File: config.mk
export PLATFORM = sky130hd
export DESIGN_NAME = crts_queue
export DESIGN_NICKNAME = d
export VERILOG_FILES = /design/src/hdl/crts_pkg.sv /design/src/hdl/crts_queue.sv
export SDC_FILE = /design/constraint.sdc
export NUM_CORES = 1
export LEC_CHECK = 0
export ABC_AREA = 1
export ABC_CLOCK_PERIOD_IN_PS = 4000
export BUFFER_PORTS_ARGS = -buffer_cell sky130_fd_sc_hd__buf_2
export CORE_AREA = 2 2 86 88
export DETAILED_ROUTE_END_ITERATION = 10
export DIE_AREA = 0 0 88 90
export GPL_ROUTABILITY_DRIVEN = 0
export PLACE_DENSITY_LB_ADDON = 0.1
export REMOVE_ABC_BUFFERS = 1
export SKIP_LAST_GASP = 1
export SYNTH_ARGS = -nofsm -noshare
export SYNTH_HDL_FRONTEND = slang
export SYNTH_SLANG_ARGS = --single-unit
File: constraint.sdc
create_clock -name clk -period 4 [get_ports clk]
set_clock_uncertainty 0.15 [all_clocks]
set_input_delay 0.6 -clock clk [delete_from_list [all_inputs] [get_ports clk]]
set_output_delay 0.6 -clock clk [all_outputs]
set_load 0.005 [all_outputs]
File: src/hdl/crts_pkg.sv
// ----------------------------------------------------------------------------
// crts_pkg
// types, sizes and limits shared by the cell range transition statistics block
// ----------------------------------------------------------------------------
`default_nettype none

package crts_pkg;

    localparam int CELLS      = 262144;
    localparam int FRAMES_MAX = 4096;

    localparam int CELL_AW     = (CELLS > 1) ? $clog2(CELLS) : 1;
    localparam int CELL_REQ_W  = 18;
    localparam int SAMPLE_W    = 8;
    localparam int SAMPLE_SQ_W = 2 * SAMPLE_W;
    localparam int CNT_W       = 13;
    localparam int CHG_W       = 20;
    localparam int CHGSQ_W     = 26;
    localparam int VAL_W       = 20;
    localparam int VALSQ_W     = 27;

    localparam int CFG_IDX_W  = 1;
    localparam int CFG_DATA_W = SAMPLE_W;

    localparam logic [CFG_IDX_W-1:0] REG_BAND_LOW  = CFG_IDX_W'(0);
    localparam logic [CFG_IDX_W-1:0] REG_BAND_HIGH = CFG_IDX_W'(1);

    localparam logic [SAMPLE_W-1:0] BAND_LOW_RST  = SAMPLE_W'(15);
    localparam logic [SAMPLE_W-1:0] BAND_HIGH_RST = SAMPLE_W'(128);

    localparam longint SPAN_DEF = longint'(BAND_HIGH_RST) - longint'(BAND_LOW_RST);
    localparam longint TOP_DEF  = longint'(BAND_HIGH_RST);

    localparam longint CNT_LIM_L   = (FRAMES_MAX < 8191) ? FRAMES_MAX : 8191;
    localparam longint CHG_LIM_L   = (FRAMES_MAX * SPAN_DEF < 524287)
                                     ? FRAMES_MAX * SPAN_DEF : 524287;
    localparam longint CHGSQ_LIM_L = (FRAMES_MAX * SPAN_DEF * SPAN_DEF < 67108863)
                                     ? FRAMES_MAX * SPAN_DEF * SPAN_DEF : 67108863;
    localparam longint VAL_LIM_L   = (FRAMES_MAX * TOP_DEF < 1048575)
                                     ? FRAMES_MAX * TOP_DEF : 1048575;
    localparam longint VALSQ_LIM_L = (FRAMES_MAX * TOP_DEF * TOP_DEF < 134217727)
                                     ? FRAMES_MAX * TOP_DEF * TOP_DEF : 134217727;

    localparam logic [CNT_W-1:0]          COUNT_LIMIT = CNT_W'(CNT_LIM_L);
    localparam logic signed [CHG_W:0]     CHG_HI      = (CHG_W+1)'(CHG_LIM_L);
    localparam logic signed [CHG_W:0]     CHG_LO      = -CHG_HI;
    localparam logic [CHGSQ_W-1:0]        CHGSQ_LIMIT = CHGSQ_W'(CHGSQ_LIM_L);
    localparam logic [VAL_W-1:0]          VAL_LIMIT   = VAL_W'(VAL_LIM_L);
    localparam logic [VALSQ_W-1:0]        VALSQ_LIMIT = VALSQ_W'(VALSQ_LIM_L);

    localparam int QUEUE_DEPTH = 2;
    localparam int QPTR_W      = (QUEUE_DEPTH > 1) ? $clog2(QUEUE_DEPTH) : 1;
    localparam int QCNT_W      = $clog2(QUEUE_DEPTH + 1);

    typedef enum logic [1:0] {
        CMD_PRIME = 2'd0,
        CMD_ACCUM = 2'd1,
        CMD_READ  = 2'd2,
        CMD_CLEAR = 2'd3
    } cmd_t;

    typedef struct packed {
        logic [SAMPLE_W-1:0] low;
        logic [SAMPLE_W-1:0] high;
    } crts_band_t;

    typedef struct packed {
        cmd_t                   cmd;
        logic [CELL_REQ_W-1:0]  cell_idx;
        logic [SAMPLE_W-1:0]    sample;
        logic                   now_in;
        logic [SAMPLE_SQ_W-1:0] sample_sq;
    } crts_item_t;

    typedef struct packed {
        logic [SAMPLE_W-1:0]     prev;
        logic [CNT_W-1:0]        transitions;
        logic [CNT_W-1:0]        retained;
        logic [CNT_W-1:0]        in_band;
        logic signed [CHG_W-1:0] change_total;
        logic [CHGSQ_W-1:0]      change_sq_total;
        logic [VAL_W-1:0]        value_total;
        logic [VALSQ_W-1:0]      value_sq_total;
    } crts_rec_t;

    typedef struct packed {
        logic [CELL_REQ_W-1:0]   cell_idx;
        logic [CNT_W-1:0]        transitions;
        logic [CNT_W-1:0]        retained;
        logic [CNT_W-1:0]        in_band;
        logic signed [CHG_W-1:0] change_sum;
        logic [CHGSQ_W-1:0]      change_sq_sum;
        logic [VAL_W-1:0]        value_sum;
        logic [VALSQ_W-1:0]      value_sq_sum;
    } crts_result_t;

endpackage

`default_nettype wire

File: src/hdl/crts_queue.sv
// ----------------------------------------------------------------------------
// crts_queue
// short first-in first-out queue of classified items between front and back
// ----------------------------------------------------------------------------
`default_nettype none

module crts_queue (
    input  logic                  clk,
    input  logic                  rst_n,
    input  logic                  push,
    input  crts_pkg::crts_item_t  push_item,
    input  logic                  pop,
    output logic                  head_valid,
    output crts_pkg::crts_item_t  head_item,
    output logic                  full
);

    import crts_pkg::*;

    crts_item_t          slot_reg [QUEUE_DEPTH];
    logic [QPTR_W-1:0]   wr_ptr_reg;
    logic [QPTR_W-1:0]   rd_ptr_reg;
    logic [QCNT_W-1:0]   count_reg;
    logic [QPTR_W-1:0]   wr_ptr_next;
    logic [QPTR_W-1:0]   rd_ptr_next;
    logic                do_push;
    logic                do_pop;

    assign head_valid = (count_reg != '0);
    assign full       = (count_reg == QCNT_W'(QUEUE_DEPTH));
    assign head_item  = slot_reg[rd_ptr_reg];
    assign do_push    = push && !full;
    assign do_pop     = pop && head_valid;

    assign wr_ptr_next = (wr_ptr_reg == QPTR_W'(QUEUE_DEPTH - 1)) ? '0 : wr_ptr_reg + 1'b1;
    assign rd_ptr_next = (rd_ptr_reg == QPTR_W'(QUEUE_DEPTH - 1)) ? '0 : rd_ptr_reg + 1'b1;

    always_ff @(posedge clk or negedge rst_n)
    begin
        if (!rst_n)
        begin
            wr_ptr_reg <= '0;
            rd_ptr_reg <= '0;
            count_reg  <= '0;
        end
        else
        begin
            if (do_push)
                wr_ptr_reg <= wr_ptr_next;
            if (do_pop)
                rd_ptr_reg <= rd_ptr_next;
            case ({do_push, do_pop})
                2'b10:   count_reg <= count_reg + 1'b1;
                2'b01:   count_reg <= count_reg - 1'b1;
                default: count_reg <= count_reg;
            endcase
        end
    end

    always_ff @(posedge clk)
    begin
        if (do_push)
            slot_reg[wr_ptr_reg] <= push_item;
    end

    // front must hold off while the queue is full
    a_no_overflow: assert property (@(posedge clk) disable iff (!rst_n)
        !(push && full))
        else $error("item pushed into full queue");

endmodule

`default_nettype wire

After elaboration in Yosys (flattened, before gate mapping):

Memories as Yosys holds them, arrays and structs flattened.
Cells that the tools add are included.

* bits in registers: 4
* bits in writable memories: 90
* input bits: 49
* output and inout port bits: 47
* logic and storage cells: 21
* memories kept: 1

Memory list
* slot_reg: depth 2, width 45, rd ports 1, clocked after Yosys merged registers in 0, wr ports 1, line crts_queue.sv:20 `crts_item_t slot_reg [QUEUE_DEPTH];`

* add/subtract/negate cells: 4
* equal/unequal tests: 3
* mux-type cells: 5
* reduce and logical (&&, ||, !) cells: 5

Operator list (number)
* == test 2 bit, second input constant: 2
* two-way mux 1 bit: 4
* one-hot mux 2 bit (2 select lines): 1
* nonzero test 2 bit: 2
* adder 1 bit, second input constant: 2
* adder 2 x 1 -> 2 bit, second input constant: 1
* == test 2 x 1 -> 1 bit, second input constant: 1
* logical AND 1 bit: 2
* subtractor 2 x 1 -> 2 bit, second input constant: 1
* zero test 1 bit: 1

Depth between registers and ports, before layout:

* depth after elaboration: 5
* gate-level depth with buffers: 10
* depth with buffers taken out: 10

Worst setup path after synthesis:

OpenSTA, ideal clock, no wires.

* kind: input-to-reg
* from: input push
* to: memory slot_reg[1][0] (netlist bit), enable pin
* library setup time: 0.448 ns
* arrival: 2.591 ns
* required time: 3.402 ns
* path slack: 0.812 ns
* stages on the path: 2
* path buffers: 0
* cell sequence: o21ai_1 > nor2_1

* word-level cells in the longest chain between the ends: 3

Ends and longest elaborated chain
* start, declared: line crts_queue.sv:10 `input logic push,`
* logical AND 1 bit: line crts_queue.sv:32 `assign do_push = push && !full;`
* two-way mux 1 bit: line crts_queue.sv:62 `if (do_push)`
* two-way mux 1 bit (implied by the code): line crts_queue.sv:63 `slot_reg[wr_ptr_reg] <= push_item;`
* end, declared: line crts_queue.sv:20

No other way between the ends.

==> metrics.md <==
| Metric | Value |
|---|---|
| Total track usage | `16.2%` |
| Startpoint class of the critical path | `flop` |
| CP dominant cell by count | `nand2_1` |
| Core area | `7020 um2` |
| H-Tree Depth | `3` |
| First DRT Iteration DRCs | `104` |
| Tightest Pin Transition | `0.986 ns` |
| Routed Antenna Nets | `0` |
| Largest stage delay on the critical path | `0.58 ns` |
| Status | `finished clean` |
| Total wire length | `6.02 mm` |
| Final Hold Violating Endpoints | `0` |
| Avg WL per Cell | `12.8 um` |
| Unrepaired setup endpoints after global routing | `no` |
| Worst skew pair latency | `0.34 ns` |
| Synth-to-Final Area Change | `22.5%` |
| Post-synthesis sequential area ratio | `80.2%` |
| Final non-filler cell total | `469` |
| Overall die height | `90 um` |
| Relative slew slack | `34.1%` |
| Setup WS pre-CTS | `1.62 ns` |
| Post-Syn Area per Cell | `13.1 um2` |
| Top cells by area, synth | `edfxtp_1, nand2_1, dfrtp_1` |
| Worst endpoint required time | `3.25 ns` |
| Synth top area share | `77.4%` |
| Die area | `7920 um2` |
| Synthesized flop and latch total | `94` |
| Commonest non-fill, non-tap cell in the layout | `nand2_1` |
| Vias per cell | `4.61` |
| CTS tree | `done` |
| Vias | `2161` |
| Final setup vio count | `0` |
| R2R setup slack | `1.84 ns` |
| Rows | `31` |
| First-pass GRT wire length | `9.65 mm` |
| Synth warn | `0` |
| Setup TNS Final | `0 ns` |
| Worst hold-check path type | `primary input to flop` |
| Clock sinks | `94` |
| Fmax | `411 MHz` |
| Port Buffers | `95` |
| Final period util | `60.9%` |
| Period minus WS final | `2.43 ns` |
| Crit-path leading delay family | `buffers and inverters` |
| DRC | `0` |
| PD cells | `689 nW/um2` |
| Yosys cell types | `13` |
| Root Buffer | `clkbuf_8` |
| Max-Cap Viols | `0` |
| # placed instances | `453` |
| Worst Hold Slack | `0.287 ns` |
| Commonest cells after routing, fill and taps aside | `nand2_1, buf_2, edfxtp_1, clkbuf_8, inv_1` |
| CTS Buf Count | `9` |
| Leak pwr | `1.87 nW` |
| Largest register FFs | `90` |
| Crit-path cells | `inv_2, nand2_1, nand2_1, buf_2` |
| # nets final | `416` |
| Die width | `88 um` |
| Max clock buf depth | `2` |
| Critical path arrival | `1.68 ns` |
| Initial Util | `49.8%` |
| Initial antenna violation count | `0` |
| Syn Std Cell Area | `3490 um2` |
| Total gr overflow | `0` |
| Fin worst setup slack | `1.57 ns` |
| Slew Limit Fails | `0` |
| Fraction of layout cells with a size suffix above 1 | `31.4%` |
| Number of diodes | `0` |
| Vias in the first global route | `2222` |
| Largest net degree at the start of global routing | `47` |
| CP Buf/Inv Count | `2` |
| Largest area contributor in the netlist | `edfxtp_1` |
| Final Power | `2.95 mW` |
| Hpwl dp | `3.62 mm` |
| Crit Path Max Fanout | `46` |
| Detailed Routing Iterations Pass 1 | `4` |
| Syn Inst Count | `266` |
| Clock-pin slew on the worst setup and hold paths | `0.09 ns` |
| Peak VDD IR | `0.417 mV` |
| Setup bufs post-CTS | `0` |
| WS Path Type | `flop to output pin` |
| Crit. End Element | `output pin` |
| Slowest-stage cell, CP | `inv_2` |
| IO Pins | `96` |
==> per-stage QoR <==
step | util, % | area (um2)
after floorplan | - | 3440
after global placement | 57.8 | 4060
after detailed placement | 57.8 | 4060
after CTS | 61.0 | 4280
after global routing | 61.0 | 4280
final | 61.0 | 4280
==> path summary, 6_finish.rpt <==
kind,startpoint,endpoint,depth (start not counted)
min,push_item[24],slot_reg[0][24]$_DFFE_PP_,1
min reg2reg,wr_ptr_reg$_DFFE_PN0P_,wr_ptr_reg$_DFFE_PN0P_,2
max,rd_ptr_reg$_DFFE_PN0P_,head_item[12],4
max in group asynchronous,rst_n,rd_ptr_reg$_DFFE_PN0P_,2
max reg2reg,count_reg[1]$_DFFE_PN0P_,slot_reg[1][11]$_DFFE_PP_,4
min in group asynchronous,rst_n,count_reg[1]$_DFFE_PN0P_,2
==> Yosys cell counts (all sizes together) <==
| cell type | n |
|---|---|
| nand2 | 145 |
| edfxtp | 90 |
| buf | 9 |
| inv | 9 |
| dfrtp | 4 |
| nand3 | 3 |
| nor2 | 2 |
| ha | 1 |
| nand4 | 1 |
| o21ai | 1 |
| xnor2 | 1 |
==> kinds of logic after synthesis <==
kind of cell             synth area share (%)
AND/OR/NAND/NOR                          16.4
flip-flops                               80.2
buffers and inverters                    2.61
AO/OA/AOI/OAI                           0.143
XOR/XNOR                                0.251
adder cells (fa/ha/maj)                 0.358
==> power breakdown <==
group          internal, mW  switching [mW]
sequential             1.35          0.0544
clock                 0.347           0.310
combinational         0.322           0.570
total                  2.02           0.935
==> area by class of cell <==
class / count / area, um2
Timing Repair Buffer: 98 / 500
Clock buffer: 9 / 124
Tap cell: 99 / 124
Inverter: 9 / 33.8
Sequential cell: 94 / 2800
Fill cell: 578 / 2740
Multi-Input combinational cell: 154 / 607
Clock inverter: 6 / 87.6
==> what timing repair did <==
action                    CTS  global route
hold endpoints to repair    4             0
hold buffers                1             0
resized for setup           0             0
==> per-layer routing <==
metal | vias up | GRT usage (%) | wire length (um) | part of all wire, %
met1 | 998 | 17.7 | 2530 | 42
met5 | - | 0 | 0 | 0
met3 | 11 | 4.41 | 368 | 6.1
li1 | 1084 | - | - | -
met4 | 0 | 7.56 | 127 | 2.1
met2 | 68 | 28.4 | 2990 | 50
No activity file was read; power rests on OpenSTA's default activity.
