[config.mk]
export PLATFORM = sky130hd
export DESIGN_NAME = crts_front
export DESIGN_NICKNAME = d
export VERILOG_FILES = /design/src/hdl/crts_pkg.sv /design/src/hdl/crts_front.sv
export SDC_FILE = /design/constraint.sdc
export NUM_CORES = 1
export LEC_CHECK = 0
export ABC_AREA = 1
export ABC_CLOCK_PERIOD_IN_PS = 9300
export BUFFER_PORTS_ARGS = -buffer_cell sky130_fd_sc_hd__buf_2
export CAP_MARGIN = 20
export CORE_MARGIN = 4
export CORE_UTILIZATION = 35
export CTS_BUF_LIST = sky130_fd_sc_hd__clkbuf_4 sky130_fd_sc_hd__clkbuf_8 sky130_fd_sc_hd__clkbuf_16
export CTS_CLUSTER_SIZE = 28
export DETAILED_ROUTE_END_ITERATION = 7
export GPL_TIMING_DRIVEN = 0
export HOLD_SLACK_MARGIN = 0.12
export SYNTH_ARGS = -nofsm -noshare
export SYNTH_HDL_FRONTEND = slang
export SYNTH_SLANG_ARGS = --single-unit
[constraint.sdc]
create_clock -name clk -period 9.3 [get_ports clk]
set_input_delay 2.79 -clock clk [delete_from_list [all_inputs] [get_ports clk]]
set_output_delay 2.79 -clock clk [all_outputs]
set_load 0.05 [all_outputs]
[src/hdl/crts_pkg.sv]
// ----------------------------------------------------------------------------
// crts_pkg
// types, sizes and limits shared by the cell range transition statistics block
// ----------------------------------------------------------------------------
`default_nettype none

package crts_pkg;

    localparam int CELLS      = 262144;
    localparam int FRAMES_MAX = 4096;

    localparam int CELL_AW     = (CELLS > 1) ? $clog2(CELLS) : 1;
    localparam int CELL_REQ_W  = 18;
    localparam int SAMPLE_W    = 8;
    localparam int SAMPLE_SQ_W = 2 * SAMPLE_W;
    localparam int CNT_W       = 13;
    localparam int CHG_W       = 20;
    localparam int CHGSQ_W     = 26;
    localparam int VAL_W       = 20;
    localparam int VALSQ_W     = 27;

    localparam int CFG_IDX_W  = 1;
    localparam int CFG_DATA_W = SAMPLE_W;

    localparam logic [CFG_IDX_W-1:0] REG_BAND_LOW  = CFG_IDX_W'(0);
    localparam logic [CFG_IDX_W-1:0] REG_BAND_HIGH = CFG_IDX_W'(1);

    localparam logic [SAMPLE_W-1:0] BAND_LOW_RST  = SAMPLE_W'(15);
    localparam logic [SAMPLE_W-1:0] BAND_HIGH_RST = SAMPLE_W'(128);

    localparam longint SPAN_DEF = longint'(BAND_HIGH_RST) - longint'(BAND_LOW_RST);
    localparam longint TOP_DEF  = longint'(BAND_HIGH_RST);

    localparam longint CNT_LIM_L   = (FRAMES_MAX < 8191) ? FRAMES_MAX : 8191;
    localparam longint CHG_LIM_L   = (FRAMES_MAX * SPAN_DEF < 524287)
                                     ? FRAMES_MAX * SPAN_DEF : 524287;
    localparam longint CHGSQ_LIM_L = (FRAMES_MAX * SPAN_DEF * SPAN_DEF < 67108863)
                                     ? FRAMES_MAX * SPAN_DEF * SPAN_DEF : 67108863;
    localparam longint VAL_LIM_L   = (FRAMES_MAX * TOP_DEF < 1048575)
                                     ? FRAMES_MAX * TOP_DEF : 1048575;
    localparam longint VALSQ_LIM_L = (FRAMES_MAX * TOP_DEF * TOP_DEF < 134217727)
                                     ? FRAMES_MAX * TOP_DEF * TOP_DEF : 134217727;

    localparam logic [CNT_W-1:0]          COUNT_LIMIT = CNT_W'(CNT_LIM_L);
    localparam logic signed [CHG_W:0]     CHG_HI      = (CHG_W+1)'(CHG_LIM_L);
    localparam logic signed [CHG_W:0]     CHG_LO      = -CHG_HI;
    localparam logic [CHGSQ_W-1:0]        CHGSQ_LIMIT = CHGSQ_W'(CHGSQ_LIM_L);
    localparam logic [VAL_W-1:0]          VAL_LIMIT   = VAL_W'(VAL_LIM_L);
    localparam logic [VALSQ_W-1:0]        VALSQ_LIMIT = VALSQ_W'(VALSQ_LIM_L);

    localparam int QUEUE_DEPTH = 2;
    localparam int QPTR_W      = (QUEUE_DEPTH > 1) ? $clog2(QUEUE_DEPTH) : 1;
    localparam int QCNT_W      = $clog2(QUEUE_DEPTH + 1);

    typedef enum logic [1:0] {
        CMD_PRIME = 2'd0,
        CMD_ACCUM = 2'd1,
        CMD_READ  = 2'd2,
        CMD_CLEAR = 2'd3
    } cmd_t;

    typedef struct packed {
        logic [SAMPLE_W-1:0] low;
        logic [SAMPLE_W-1:0] high;
    } crts_band_t;

    typedef struct packed {
        cmd_t                   cmd;
        logic [CELL_REQ_W-1:0]  cell_idx;
        logic [SAMPLE_W-1:0]    sample;
        logic                   now_in;
        logic [SAMPLE_SQ_W-1:0] sample_sq;
    } crts_item_t;

    typedef struct packed {
        logic [SAMPLE_W-1:0]     prev;
        logic [CNT_W-1:0]        transitions;
        logic [CNT_W-1:0]        retained;
        logic [CNT_W-1:0]        in_band;
        logic signed [CHG_W-1:0] change_total;
        logic [CHGSQ_W-1:0]      change_sq_total;
        logic [VAL_W-1:0]        value_total;
        logic [VALSQ_W-1:0]      value_sq_total;
    } crts_rec_t;

    typedef struct packed {
        logic [CELL_REQ_W-1:0]   cell_idx;
        logic [CNT_W-1:0]        transitions;
        logic [CNT_W-1:0]        retained;
        logic [CNT_W-1:0]        in_band;
        logic signed [CHG_W-1:0] change_sum;
        logic [CHGSQ_W-1:0]      change_sq_sum;
        logic [VAL_W-1:0]        value_sum;
        logic [VALSQ_W-1:0]      value_sq_sum;
    } crts_result_t;

endpackage

`default_nettype wire

[src/hdl/crts_front.sv]
// ----------------------------------------------------------------------------
// crts_front
// band registers, item acceptance and classification ahead of the queue
// ----------------------------------------------------------------------------
`default_nettype none

module crts_front (
    input  logic                                clk,
    input  logic                                rst_n,
    input  logic                                cfg_write,
    input  logic [crts_pkg::CFG_IDX_W-1:0]      cfg_index,
    input  logic [crts_pkg::CFG_DATA_W-1:0]     cfg_data,
    input  logic                                start,
    input  logic [1:0]                          command,
    input  logic [crts_pkg::CELL_REQ_W-1:0]     cell_req,
    input  logic [crts_pkg::SAMPLE_W-1:0]       sample,
    input  logic                                stall,
    output logic                                busy,
    output logic                                push,
    output crts_pkg::crts_item_t                push_item,
    output crts_pkg::crts_band_t                band
);

    import crts_pkg::*;

    logic [SAMPLE_W-1:0] band_low_reg;
    logic [SAMPLE_W-1:0] band_high_reg;
    logic                accept;
    logic                cell_ok;

    always_ff @(posedge clk or negedge rst_n)
    begin
        if (!rst_n)
        begin
            band_low_reg  <= BAND_LOW_RST;
            band_high_reg <= BAND_HIGH_RST;
        end
        else if (cfg_write)
        begin
            case (cfg_index)
                REG_BAND_LOW:  band_low_reg  <= cfg_data;
                REG_BAND_HIGH: band_high_reg <= cfg_data;
                default:       ;
            endcase
        end
    end

    assign busy    = stall;
    assign accept  = start && !stall;
    assign cell_ok = (32'(cell_req) < 32'(CELLS));
    assign push    = accept && cell_ok;

    always_comb
    begin
        push_item.cmd       = cmd_t'(command);
        push_item.cell_idx  = cell_req;
        push_item.sample    = sample;
        push_item.now_in    = (sample >= band_low_reg) && (sample <= band_high_reg);
        push_item.sample_sq = SAMPLE_SQ_W'(sample * sample);
    end

    assign band.low  = band_low_reg;
    assign band.high = band_high_reg;

endmodule

`default_nettype wire

== Word level (Yosys, flattened, before mapping) ==
Index checks and enable logic that the tools add are counted.

* Flip-flop bits (word level): 16
* Bits of input ports: 42
* Logic and storage cells: 11

* Multipliers: 1
* Order comparisons: 2
* Bitwise logic cells: 1
* Reduce and logical (&&, ||, !) cells: 5

{| class="wikitable"
|+ Operator list
! kind !! count
|-
| $mul A8 B8 Y16 || 1
|-
| $ge A8 B8 Y1 || 1
|-
| $le A8 B8 Y1 || 1
|-
| $reduce_and A2 Y1 || 2
|-
| $logic_and A1 B1 Y1 || 2
|-
| $logic_not A1 Y1 || 1
|-
| $not A1 Y1 || 1
|}

== Longest topological paths before layout ==
* Depth after elaboration: 2
* Mapped depth: 20
* Mapped depth without buffers: 19

== Least setup slack after synthesis ==
OpenSTA, ideal clock, no wires.

* Kind: input-to-output
* From: input sample[5] in the netlist's numbering
* To: output push_item[10] in the netlist's numbering
* Data arrival time: 6807 ps
* Path slack: -297 ps
* Cell stages on the path: 16
* Buffers on the path: 1
* Cell sequence: clkbuf_1 > nand2_1 > fa_1 > inv_1 > fa_1 > fa_1 > inv_1 > fa_1 > inv_1 > ha_1 > nand2_1 > inv_1 > nand2_1 > nand2_1 > a21oi_1 > xor2_1

{| class="wikitable"
|+ RTL lines
! element !! line !! RTL
|-
| from (decl) || crts_front.sv:16 || <nowiki>input logic [crts_pkg::SAMPLE_W-1:0] sample,</nowiki>
|-
| to (decl) || crts_front.sv:20 || <nowiki>output crts_pkg::crts_item_t push_item,</nowiki>
|}

==> results.toml <==
[outcome]
outcome = "complete, no violations"

[critical_path]
r2r_slack_ns = 8.52
slowest_delay_ns = 0.54
reg2reg_depth = 2
critPathTopFamily = "adder cells"
worstPathRequired_ns = 6.51
cpMaxStageDelayCell = "fa_1"
worstPathBufferInverterCount = 6
timing.rr.start = "band_high_reg[7]$_DFFE_PN1P_"
cp_cell_sequence = "buf_4 > clkbuf_8 > nand2_1 > inv_2 > fa_2 > fa_1 > inv_1 > fa_1 > fa_1 > inv_1 > ha_4 > nand2_1 > nand2_2 > nand2_1 > nand2_2 > nand2_1 > nand3_1 > nand2_1 > nand2_1 > buf_6"
critPathArrivalTime_ns = 6.37
critPathCaptureType = "output pin"
startpoint_type = "input pin"
reg2reg_to = "band_high_reg[7]$_DFFE_PN1P_"
cp_common_cell = "nand2_1"
path_max_fanout = 5
crit_type = "input pin to output pin"

[finish]
utilization_pct = 46.04
area_growth_pct = 27.54
drive_gt1_share_pct = 30.40
fin_area_um2 = 4015
num_antenna_cells = 0
finalNetCount = 660

[die]
dieHeight_um = 102.8
start_util_pct = 36.10
fp-row-count = 34
ios = 105
die-width_um = 102.8
die_area_um2 = 10580
design.core.area_um2 = 8721

[clock_tree]
clk_pin_slew_ns = 0.06
clk_path_buf_depth = 2
root_buffer = "clkbuf_8"
ctsHoldBuffers = 0
cts.sinks = 16
cts_tree = "yes"
htreeDepth = 1
numCtsBuffers = 3
insertion_delay_ns = 0.24

[timing]
setup_viol = 0
min_period_ns = 9.164
drv_slew = 0
period_share_pct = 98.54
max_freq_mhz = 109.1
final_hold_viol_count = 0
fin_skew_ns = 0
timing.final.ws_setup_ns = 0.1362
fin_setup_tns_ns = 0

[synthesis]
synthSimpleGateAreaFrac_pct = 20.03
ys_ff_latch = 16
synth_top_area_cell = "ha_1"
synthCells = 457
syn_avg_cell_area_um2 = 6.888
synth_mux_area_share_pct = 0
synth.top_cells.by_area = "ha_1 (18%), fa_1 (16%), inv_1 (15%), nand2_1 (14%), dfrtp_1 (8.7%)"
netlist_area_um2 = 3148
synth-seq-area-share_pct = 12.92
synth_top_area_share_pct = 18.28
synth_fa_ha_area_share_pct = 34.18
synth_compound_area_share_pct = 5.246
ys_types = 23
yosys_warnings = 0
synth-xor-area-share_pct = 3.617
synth_nets = 570
synth_top_family_by_area = "adder cells"

[power_and_ir_drop]
finalPower_w = 0.001001
pwr-share-comb_pct = 85.7
power.share.clock_pct = 5.5
power.density_nw_per_um2 = 249.4
p_int_w = 0.0004098
seqPwrFrac_pct = 8.8
p_switching_w = 0.0005914
ir_worst_vdd_uv = 213.3
p_leak_nw = 2.534
swShare_pct = 59.07

[global_routing]
grt_usage_pct = 12.51
grt_max_degree = 17
antenna_found_initial = 0
grt_pass1_vias = 2645
grt_pass1_wl_um = 11120
grt-ovfl-total = 0

[place]
gp_congestion = 0.7608
portBuffers = 82
post-dp-hpwl_um = 5733
pre_cts_slack_ns = -0.5293
place_area_um2 = 3732

[hold_path]
min_from = "band_low_reg[0]$_DFFE_PN1P_"
min_to = "band_low_reg[0]$_DFFE_PN1P_"
hold_depth = 2
worstHoldPathType = "flop to flop"

[routing]
drt_wl_total_um = 6538
viasPerCell = 4.261
wl_per_cell_um = 9.997
ant_nets = 0
drc = 0
drtIter0Drc = 69
num_vias = 2787
first_pass_iters = 4

[run]
drv_cap = 0
layout by cell type, fill, tap and decap left out, types with 4 or more instances in the layout:
master / count
fa_1: 24
inv_2: 4
dfrtp_1: 11
ha_1: 43
clkbuf_8: 5
dfstp_2: 5
buf_4: 42
buf_2: 70
nor2_1: 13
a21oi_1: 10
inv_1: 124
nand2_2: 9
nand2_1: 108
o21ai_0: 17
nand3_1: 10
buf_6: 6
xor2_1: 7
nand4_1: 5
worst register-to-register path, cell delays in order (launching register included):
cell     delay [ns]
dfstp_2        0.55
nand2_1        0.05
o21ai_0        0.09
cell usage after synthesis (all sizes together):
master    n
ha       46
a21oi    13
nand4     5
nand2   119
o21ai    17
or2       1
nor2     17
clkbuf    5
nor3      1
o21a      1
fa       25
dfstp     5
conb      1
dfrtp    11
buf      35
a21o      1
nand3    13
xor2      9
inv     128
xnor2     4
stage by stage:
stage	instances	hold slack [ns]
floorplan	457	0.6047
CTS	651	0.5067
finish	654	0.5036
global route	654	0.5218
global placement	647	0.4961
detailed placement	647	0.4974
routing by layer:
metal / vias to the layer above / wire length [µm] / track usage [%]
li1: 1487 / - / -
met1: 1222 / 3081 / 17.45
met2: 72 / 3063 / 21.70
met3: 6 / 317 / 0.7442
met4: 0 / 76 / 2.191
met5: - / 0 / 0
what timing repair did:
item,4_1_cts,5_1_grt
resized for setup,29,33
buffers inserted,3,3
pin swaps,0,9
setup endpoints to repair,7,8
how the worst max path moves through the flow:
stage                     startpoint       endpoint  slack [ns]  cells past startpoint
final                      sample[3]  push_item[15]        0.14                     20
after global routing       sample[2]  push_item[14]       -0.02                     19
after CTS                  sample[6]  push_item[11]       0.005                     17
after detailed placement   sample[3]  push_item[11]       -0.53                     18
after global placement     sample[3]  push_item[11]       -0.50                     18
after floorplan            sample[3]  push_item[10]       -0.10                     16
kinds of logic (layout without fill, tap and decap cells):
group           count (synthesis)  in the layout
flops                          16             16
xor+xnor                       13             13
other cells                     1              1
buf+inv                       168            257
simple gates                  156            156
fa+ha+maj                      71             71
compound gates                 32             32
cell type report:
type	count	area, µm²
well taps	108	135.1
inverters	128	480.5
flip-flops and latches	16	406.6
repair buffers	88	520.5
clock buffers	4	48.80
fillers	871	4706
plain buffers	37	279.0
multi-input cells	273	2145
power by group through the flow:
stage / clock, W / combinational [W] / sequential (W)
after CTS: 0.0000554 / 0.000794 / 0.0000881
after detailed placement: 0 / 0.000725 / 0.0000891
after floorplan: 0 / 0.000558 / 0.000119
after global placement: 0 / 0.000716 / 0.0000893
final: 0.0000547 / 0.000858 / 0.0000880
after global routing: 0.0000573 / 0.000940 / 0.0000898
Note: power is estimated with default switching activity, not from simulation.
